<file path="src/hw/rtl/mbd_pkg.sv">
// Shared constants and types for the multi-button debounce block.
`timescale 1ns / 1ps
package mbd_pkg;

  // Width of the pin and result fields.
  localparam int FieldW = 6;
  // Width of the debounce count register and its reset value.
  localparam int CfgW = 16;
  localparam logic [CfgW-1:0] DebounceReset = 16'd20;

  // What one button lane reports for the tick being accepted.
  typedef struct packed {
    logic pressed;
    logic press_event;
  } lane_res_t;

  // One result item as held in the output stage.
  typedef struct packed {
    logic [FieldW-1:0] stable_pressed;
    logic [FieldW-1:0] idle_mask;
    logic [FieldW-1:0] press_events;
  } evt_t;

endpackage

</file>
<file path="src/hw/rtl/mbd_ifs.sv">
// Valid/ready channel interfaces for the pin ticks and the debounced results.
`timescale 1ns / 1ps
interface mbd_pin_if;
  logic                      valid;
  logic                      ready;
  logic [mbd_pkg::FieldW-1:0] pin_levels;

  modport source (output valid, output pin_levels, input ready);
  modport sink (input valid, input pin_levels, output ready);
endinterface

interface mbd_evt_if;
  logic                      valid;
  logic                      ready;
  logic [mbd_pkg::FieldW-1:0] stable_pressed;
  logic [mbd_pkg::FieldW-1:0] idle_mask;
  logic [mbd_pkg::FieldW-1:0] press_events;

  modport source (output valid, output stable_pressed, output idle_mask,
                  output press_events, input ready);
  modport sink (input valid, input stable_pressed, input idle_mask,
                input press_events, output ready);
endinterface

</file>
<file path="src/hw/rtl/mbd_lane.sv">
// One button lane: four-phase debouncer with saturating tick counter.
`timescale 1ns / 1ps
module mbd_lane #(
  parameter int COUNT_WIDTH = 16
) (
  input  logic                      clk_i,
  input  logic                      rst_ni,
  input  logic                      adv_i,
  input  logic                      pin_low_i,
  input  logic [mbd_pkg::CfgW-1:0]  debounce_i,
  output mbd_pkg::lane_res_t        res_o
);
  import mbd_pkg::*;

  localparam logic [1:0] PhIdle        = 2'd0;
  localparam logic [1:0] PhPressWait   = 2'd1;
  localparam logic [1:0] PhPressed     = 2'd2;
  localparam logic [1:0] PhReleaseWait = 2'd3;

  localparam int CmpW = (COUNT_WIDTH > CfgW) ? COUNT_WIDTH : CfgW;
  localparam logic [COUNT_WIDTH-1:0] CntMax = '1;

  logic [1:0]             phase_q, phase_d;
  logic [COUNT_WIDTH-1:0] elapsed_q, elapsed_d;
  logic                   stable_q, stable_d;
  logic                   sent_q, sent_d;
  logic [COUNT_WIDTH-1:0] elapsed_inc;
  logic                   wait_done;

  // Saturating increment and the end-of-wait test.
  assign elapsed_inc = (elapsed_q == CntMax) ? elapsed_q
                                             : elapsed_q + COUNT_WIDTH'(1);
  assign wait_done = (CmpW'(elapsed_inc) >= CmpW'(debounce_i)) ||
                     (elapsed_inc == CntMax);

  // Phase transitions for one tick.
  always_comb begin
    phase_d   = phase_q;
    elapsed_d = elapsed_q;
    stable_d  = stable_q;
    unique case (phase_q)
      PhIdle: begin
        if (pin_low_i) begin
          phase_d   = PhPressWait;
          elapsed_d = '0;
        end
      end
      PhPressWait: begin
        elapsed_d = elapsed_inc;
        if (wait_done) begin
          phase_d  = pin_low_i ? PhPressed : PhIdle;
          stable_d = pin_low_i;
        end
      end
      PhPressed: begin
        if (!pin_low_i) begin
          phase_d   = PhReleaseWait;
          elapsed_d = '0;
        end
      end
      PhReleaseWait: begin
        elapsed_d = elapsed_inc;
        if (wait_done) begin
          if (pin_low_i) begin
            phase_d = PhPressed;
          end else begin
            phase_d  = PhIdle;
            stable_d = 1'b0;
          end
        end
      end
      default: begin
        phase_d = PhIdle;
      end
    endcase
  end

  // The event fires once per rise of the stable state.
  assign sent_d = stable_d;
  assign res_o.pressed     = stable_d;
  assign res_o.press_event = stable_d & ~sent_q;

  // Lane state advances only on an accepted tick.
  always_ff @(posedge clk_i or negedge rst_ni) begin
    if (!rst_ni) begin
      phase_q   <= PhIdle;
      elapsed_q <= '0;
      stable_q  <= 1'b0;
      sent_q    <= 1'b0;
    end else if (adv_i) begin
      phase_q   <= phase_d;
      elapsed_q <= elapsed_d;
      stable_q  <= stable_d;
      sent_q    <= sent_d;
    end
  end

  // The stable flag is set exactly in the pressed and release-pending phases.
  a_stable_phase: assert property (@(posedge clk_i) disable iff (!rst_ni)
    stable_q == phase_q[1])
    else $error("stable flag disagrees with phase");

  // The sent mark tracks the stable flag from one tick to the next.
  a_sent_tracks: assert property (@(posedge clk_i) disable iff (!rst_ni)
    sent_q == stable_q)
    else $error("event mark out of step with stable flag");

endmodule

</file>
<file path="src/hw/rtl/mbd_merge.sv">
// Merges the lane results into result fields and holds them in a two-entry output stage.
`timescale 1ns / 1ps
module mbd_merge #(
  parameter int BUTTONS = 6
) (
  input  logic                clk_i,
  input  logic                rst_ni,
  input  logic                push_i,
  input  mbd_pkg::lane_res_t  lanes_i [BUTTONS],
  output logic                ready_o,
  mbd_evt_if.source           evt_o
);
  import mbd_pkg::*;

  logic [FieldW-1:0] pressed_w;
  logic [FieldW-1:0] events_w;
  evt_t              item_w;
  evt_t              out_q;
  evt_t              skid_q;
  logic              out_valid_q;
  logic              skid_valid_q;
  logic              pop;

  // Gather the visible buttons; absent ones read as released.
  for (genvar i = 0; i < FieldW; i++) begin : g_field
    if (i < BUTTONS) begin : g_lane
      assign pressed_w[i] = lanes_i[i].pressed;
      assign events_w[i]  = lanes_i[i].press_event;
    end else begin : g_none
      assign pressed_w[i] = 1'b0;
      assign events_w[i]  = 1'b0;
    end
  end

  assign item_w.stable_pressed = pressed_w;
  assign item_w.idle_mask      = ~pressed_w;
  assign item_w.press_events   = events_w;

  assign pop     = out_valid_q & evt_o.ready;
  assign ready_o = ~skid_valid_q;

  // Output register plus skid entry, so a new tick is taken while a result waits.
  always_ff @(posedge clk_i or negedge rst_ni) begin
    if (!rst_ni) begin
      out_valid_q  <= 1'b0;
      skid_valid_q <= 1'b0;
    end else if (skid_valid_q) begin
      if (pop) begin
        skid_valid_q <= 1'b0;
      end
    end else if (push_i) begin
      if (out_valid_q && !pop) begin
        skid_valid_q <= 1'b1;
      end else begin
        out_valid_q <= 1'b1;
      end
    end else if (pop) begin
      out_valid_q <= 1'b0;
    end
  end

  // Result payload.
  always_ff @(posedge clk_i) begin
    if (skid_valid_q) begin
      if (pop) begin
        out_q <= skid_q;
      end
    end else if (push_i) begin
      if (out_valid_q && !pop) begin
        skid_q <= item_w;
      end else begin
        out_q <= item_w;
      end
    end
  end

  assign evt_o.valid          = out_valid_q;
  assign evt_o.stable_pressed = out_q.stable_pressed;
  assign evt_o.idle_mask      = out_q.idle_mask;
  assign evt_o.press_events   = out_q.press_events;

  // The skid entry is only used behind a held output.
  a_skid_behind_out: assert property (@(posedge clk_i) disable iff (!rst_ni)
    skid_valid_q |-> out_valid_q)
    else $error("skid entry filled while output register is empty");

  // A press event is only reported for a button shown as pressed.
  a_event_pressed: assert property (@(posedge clk_i) disable iff (!rst_ni)
    out_valid_q |-> ((out_q.press_events & ~out_q.stable_pressed) == '0))
    else $error("press event without stable press");

endmodule

</file>
<file path="src/hw/rtl/multi_button_debounce_press_events_unit.sv">
// Top level: debounce count register, per-button lanes and the result merge.
//
//   Channel  Direction  Handshake      Payload
//   pin_i    in         valid / ready  pin_levels
//   evt_o    out        valid / ready  stable_pressed, idle_mask, press_events
//   cfg      in         cfg_we_i       cfg_wdata_i (debounce count)
//
// One tick is accepted per cycle while input ready is high; its result is registered in the output stage.
// All button lanes update in parallel in the cycle of the transfer.
// A two-entry output stage keeps input ready high while one result waits;
// ready drops only when both entries are full.
// Reset clears every lane to idle and loads the debounce count with 20.
`timescale 1ns / 1ps
module multi_button_debounce_press_events_unit #(
  parameter int BUTTONS     = 6,
  parameter int COUNT_WIDTH = 16
) (
  input  logic                      clk_i,
  input  logic                      rst_ni,
  input  logic                      cfg_we_i,
  input  logic [mbd_pkg::CfgW-1:0]  cfg_wdata_i,
  mbd_pin_if.sink                   pin_i,
  mbd_evt_if.source                 evt_o
);
  import mbd_pkg::*;

  logic [CfgW-1:0] debounce_q;
  logic            accept;
  logic            merge_ready;
  lane_res_t       lane_res [BUTTONS];

  // Debounce count register.
  always_ff @(posedge clk_i or negedge rst_ni) begin
    if (!rst_ni) begin
      debounce_q <= DebounceReset;
    end else if (cfg_we_i) begin
      debounce_q <= cfg_wdata_i;
    end
  end

  assign pin_i.ready = merge_ready;
  assign accept      = pin_i.valid & merge_ready;

  // One debouncer lane per button; pins beyond the field read as released.
  for (genvar b = 0; b < BUTTONS; b++) begin : g_lane
    logic pin_low;
    if (b < FieldW) begin : g_pin
      assign pin_low = ~pin_i.pin_levels[b];
    end else begin : g_nopin
      assign pin_low = 1'b0;
    end

    mbd_lane #(
      .COUNT_WIDTH (COUNT_WIDTH)
    ) u_lane (
      .clk_i      (clk_i),
      .rst_ni     (rst_ni),
      .adv_i      (accept),
      .pin_low_i  (pin_low),
      .debounce_i (debounce_q),
      .res_o      (lane_res[b])
    );
  end

  // Combine lane results and buffer the result transfer.
  mbd_merge #(
    .BUTTONS (BUTTONS)
  ) u_merge (
    .clk_i   (clk_i),
    .rst_ni  (rst_ni),
    .push_i  (accept),
    .lanes_i (lane_res),
    .ready_o (merge_ready),
    .evt_o   (evt_o)
  );

endmodule

</file>
<file path="src/flat_wrapper.sv">
// flat-port wrapper written by rule: the top's interface ports become plain ports
module multi_button_debounce_press_events_unit_flat import mbd_pkg::*;
#(
  parameter int BUTTONS     = 6,
  parameter int COUNT_WIDTH = 16
)
  (clk_i, rst_ni, cfg_we_i, cfg_wdata_i, pin_i_valid, pin_i_pin_levels, pin_i_ready, evt_o_valid, evt_o_stable_pressed, evt_o_idle_mask, evt_o_press_events, evt_o_ready);
  mbd_pin_if pin_i_i ();
  mbd_evt_if evt_o_i ();
  input  logic clk_i;
  input  logic rst_ni;
  input  logic cfg_we_i;
  input  logic [mbd_pkg::CfgW-1:0] cfg_wdata_i;
  input wire logic [$bits(pin_i_i.valid)-1:0] pin_i_valid;
  input wire logic [$bits(pin_i_i.pin_levels)-1:0] pin_i_pin_levels;
  output wire logic [$bits(pin_i_i.ready)-1:0] pin_i_ready;
  output wire logic [$bits(evt_o_i.valid)-1:0] evt_o_valid;
  output wire logic [$bits(evt_o_i.stable_pressed)-1:0] evt_o_stable_pressed;
  output wire logic [$bits(evt_o_i.idle_mask)-1:0] evt_o_idle_mask;
  output wire logic [$bits(evt_o_i.press_events)-1:0] evt_o_press_events;
  input wire logic [$bits(evt_o_i.ready)-1:0] evt_o_ready;
  assign pin_i_i.valid = pin_i_valid;
  assign pin_i_i.pin_levels = pin_i_pin_levels;
  assign pin_i_ready = pin_i_i.ready;
  assign evt_o_valid = evt_o_i.valid;
  assign evt_o_stable_pressed = evt_o_i.stable_pressed;
  assign evt_o_idle_mask = evt_o_i.idle_mask;
  assign evt_o_press_events = evt_o_i.press_events;
  assign evt_o_i.ready = evt_o_ready;
  multi_button_debounce_press_events_unit #(.BUTTONS(BUTTONS), .COUNT_WIDTH(COUNT_WIDTH)) u_core (.clk_i(clk_i), .rst_ni(rst_ni), .cfg_we_i(cfg_we_i), .cfg_wdata_i(cfg_wdata_i), .pin_i(pin_i_i), .evt_o(evt_o_i));
endmodule
</file>
<file path="config.mk">
export PLATFORM = sky130hd
export DESIGN_NAME = multi_button_debounce_press_events_unit_flat
export DESIGN_NICKNAME = d
export VERILOG_FILES = /design/src/hw/rtl/mbd_pkg.sv /design/src/hw/rtl/mbd_ifs.sv /design/src/hw/rtl/mbd_lane.sv /design/src/hw/rtl/mbd_merge.sv /design/src/hw/rtl/multi_button_debounce_press_events_unit.sv /design/src/flat_wrapper.sv
export SDC_FILE = /design/constraint.sdc
export NUM_CORES = 1
export LEC_CHECK = 0
export BUFFER_PORTS_ARGS = -buffer_cell sky130_fd_sc_hd__buf_4
export CAP_MARGIN = 10
export CORE_MARGIN = 2
export CORE_UTILIZATION = 42
export CTS_CLUSTER_SIZE = 12
export DETAILED_ROUTE_END_ITERATION = 12
export GPL_TIMING_DRIVEN = 0
export PLACE_DENSITY_LB_ADDON = 0.1
export SKIP_LAST_GASP = 1
export SLEW_MARGIN = 25
export SYNTH_ARGS = -nofsm -noshare
export SYNTH_HDL_FRONTEND = slang
export SYNTH_SLANG_ARGS = --single-unit
</file>
<file path="constraint.sdc">
create_clock -name clk_i -period 11.05 [get_ports clk_i]
set_input_delay 0.5525 -clock clk_i [delete_from_list [all_inputs] [get_ports clk_i]]
set_output_delay 0.5525 -clock clk_i [all_outputs]
set_load 0.005 [all_outputs]
</file>
==> impl_results.md <==
- Routed via count: roughly 11,000
- Final Instance Area: between 0.01 and 0.015 mm²
- Core Box Area: 0.0287 mm²
- WP data required: 11,240 ps
- Slew Viols, Final: 0
- Final net count: 1,560
- Synth unique cells: 90
- Max_cap viols: 0
- Reg2reg end: u_core.u_merge.evt_o.idle_mask[3]
- Status: finished clean
- Fin Clk Skew: 15.7 ps
- Post-route clock period utilization: 0.425
- Crit path from: u_core.g_lane[3].u_lane.elapsed_q[1]
- Slew headroom: 0.297
- Post-synth ARST share: 0.786
- Total routed wirelength: 36,100 µm
- CTS tree: built
- Critical Path Source Type: flop
- Cells after DPL: 1,796
- Worst-Skew Late Latency: between 400 and 500 ps
- Sequential Power Share: 0.359
- RR Startpoint: u_core.g_lane[3].u_lane.elapsed_q[1]
- CP arrival: 4890 ps
- Sequential share of the synthesized area: 0.357
- Syn avg cell area: between 8 and 9 µm²
- Max Clk Rate: ~0.21 GHz
- Post-CTS Setup Repair Bufs: 0
- Pwr Density: 161 mW/mm²
- Worst-Margin Slew: around 1100 ps
- I/O pin count: 47
- Clk pwr share: 0.282
- Die area: just over 0.03 mm²
- Synth Net Count: about 1,500
- DRT iter0 DRCs: 977
- Min-delay worst type: input pin to asynchronous set/reset pin
- Fin util: 0.479
- Num Clock Sinks: roughly 170
- Ys Warns: 0
- Clock root cell: clkbuf_16
- Largest net degree at the start of global routing: 78
- Setup TNS: 0 ps
- Vias per cell: 6.00
- Seq cells post-synth: around 170
- Vias in the first global route: 10,300
- Reg clk slew, reported paths: 70 ps
- Reg2Reg Setup Slack: 6350 ps
- DR DRC count: 0
- P&R area growth vs syn: 12.0%
- Placement Cell Area: 0.0132 mm²
- Syn Std Cell Area: around 0.012 mm²
- Combinational share of power: 0.359
- Row count: 62
- Critical path class: flop to flop
- Critical path endpoint: u_core.u_merge.evt_o.idle_mask[3]
- Peak supply drop: 0.107 mV
- Pre-CTS setup slack: 6420 ps
- Resized cells post-CTS: 0
- Hold Vio Cnt, Final: 0
- Gr usage total: 0.240
- Switch Pwr: roughly 0.85 mW
- DP HPWL: 25,700 µm
- Routed Antenna Nets: 0
- Antenna diodes: 0
- Share of cells above drive strength 1: 0.0990
- Final cell count without fillers: 1,828
- Unrepaired setup endpoints after global routing: no
- Die Wd: 175 µm
- Overall power: 2.21 mW
- TritonCTS Buffers: 17
- Hold Buf Count CTS: 0
- Endpoints failing setup: 0
- Worst reg2reg path depth: 15
- Wire per inst: 19.7 µm
- TritonRoute pass-1 iters: 5
- Switching Fraction: 0.386
- P_int: around 1.4 mW
- GRT Residual Overflow: 0
- Post-Synthesis Cells: about 1,400
- Die height: 175 µm
- Setup ws final: 6350 ps
- Gpl congestion: 0.914
- Crit. End Element: flop
- Leakage: 5.92 nW
- Fin Hold WS: 11.2 ps
- Min cycle time layout: 4700 ps
- First-pass GRT wire length: 57,400 µm
- Critical-path maximum fanout: 9
- CTS H-tree depth: 4
- Most frequent cells in the layout: nand2_1 (130), dfrtp_1 (130), o21ai_0 (109), ha_1 (102), nor2_1 (80)
- Initial core utilization: 0.428
- Prevailing post-synth register cell: dfrtp_1
- PortBufs: 44
- Clock Path Buffers: 2
- Number of synthesized flops with an enable pin: 36
- Initial antenna violation count: 0
==> registers in the layout (all words and copies together), names as in the netlist, 6 cells and up, named ones only <==
register                             cells
u_core.g_lane.u_lane.elapsed_q          96
u_core.u_merge.skid_q                   18
u_core.debounce_q                       16
u_core.g_lane.u_lane.phase_q             6
u_core.g_lane.u_lane.sent_q              6
u_core.u_merge.evt_o.idle_mask           6
u_core.u_merge.evt_o.press_events        6
u_core.u_merge.evt_o.stable_pressed      6
==> power groups by stage <==
stage / logic [mW] / registers (mW) / clock network [mW]
after floorplan: 0.501 / 0.791 / 0
after global placement: 0.762 / 0.805 / 0
final: 0.793 / 0.795 / 0.623
after detailed placement: 0.788 / 0.805 / 0
after global routing: 0.880 / 0.806 / 0.661
after CTS: 0.793 / 0.793 / 0.639
==> cell usage after synthesis, drive strengths merged, types with 17 or more instances <==
| cell type | number | area, µm² |
|---|---|---|
| a211oi | 19 | 143 |
| a21o | 17 | 128 |
| a21oi | 58 | 305 |
| a22o | 38 | 335 |
| a31oi | 20 | 125 |
| and3 | 19 | 120 |
| buf | 26 | 189 |
| clkbuf | 53 | 200 |
| dfrtp | 130 | 3250 |
| edfxtp | 36 | 1080 |
| ha | 102 | 1280 |
| inv | 69 | 259 |
| mux2i | 21 | 210 |
| nand2 | 130 | 488 |
| nand3 | 50 | 250 |
| nand4 | 50 | 328 |
| nor2 | 80 | 300 |
| nor3 | 34 | 175 |
| nor4 | 26 | 199 |
| o21ai | 117 | 589 |
| o31ai | 22 | 165 |
| xnor2 | 31 | 272 |
| xor2 | 24 | 210 |
==> cells by family after synthesis <==
logic type / count (synthesis) / share of synthesized area
muxes: 30 / 0.0254
AOI/OAI and AO/OA: 379 / 0.212
adders and majority gates: 102 / 0.104
buffers and inverters: 149 / 0.0531
xor gates and xnor gates: 55 / 0.0392
DFF: 168 / 0.357
and+or+nand+nor: 483 / 0.209
==> final cells by class <==
type | instances | area, µm²
clock inverter | 14 | 160
timing repair buffer | 46 | 393
clock buffer | 18 | 429
buffer | 79 | 389
fill | 2773 | 15000
multi-input combinational | 1049 | 7250
tap | 384 | 480
inverter | 70 | 263
sequential | 168 | 4390
==> critical path, stage by stage, from the launching register on <==
cell	delay, ps
dfrtp_1	480
ha_1	190
clkbuf_1	300
nand2_1	300
nor3_1	490
and2_1	190
clkbuf_1	280
mux2_2	400
ha_1	280
a211o_1	260
o2111ai_1	90
nand3_1	120
a21oi_1	140
o211ai_1	300
and3_1	350
o31a_1	270
==> per-layer routing <==
metal,up-vias,share of wire,GRT usage
met2,286,0.46,0.388
met1,5356,0.47,0.330
li1,5263,-,-
met3,62,0.041,0.0315
met5,-,0,0
met4,0,0.027,0.0823
==> how the worst min path moves through the flow <==
stage                                                         to  slack, ps
after global placement    u_core.u_merge.evt_o.stable_pressed[4]        510
after floorplan                       asynchronous set/reset pin        260
final                      u_core.g_lane[3].u_lane.elapsed_q[10]         10
after global routing       u_core.g_lane[3].u_lane.elapsed_q[10]         50
after CTS                  u_core.g_lane[3].u_lane.elapsed_q[10]         30
after detailed placement   u_core.g_lane[3].u_lane.elapsed_q[10]        510
No activity file was read; power rests on OpenSTA's default activity.
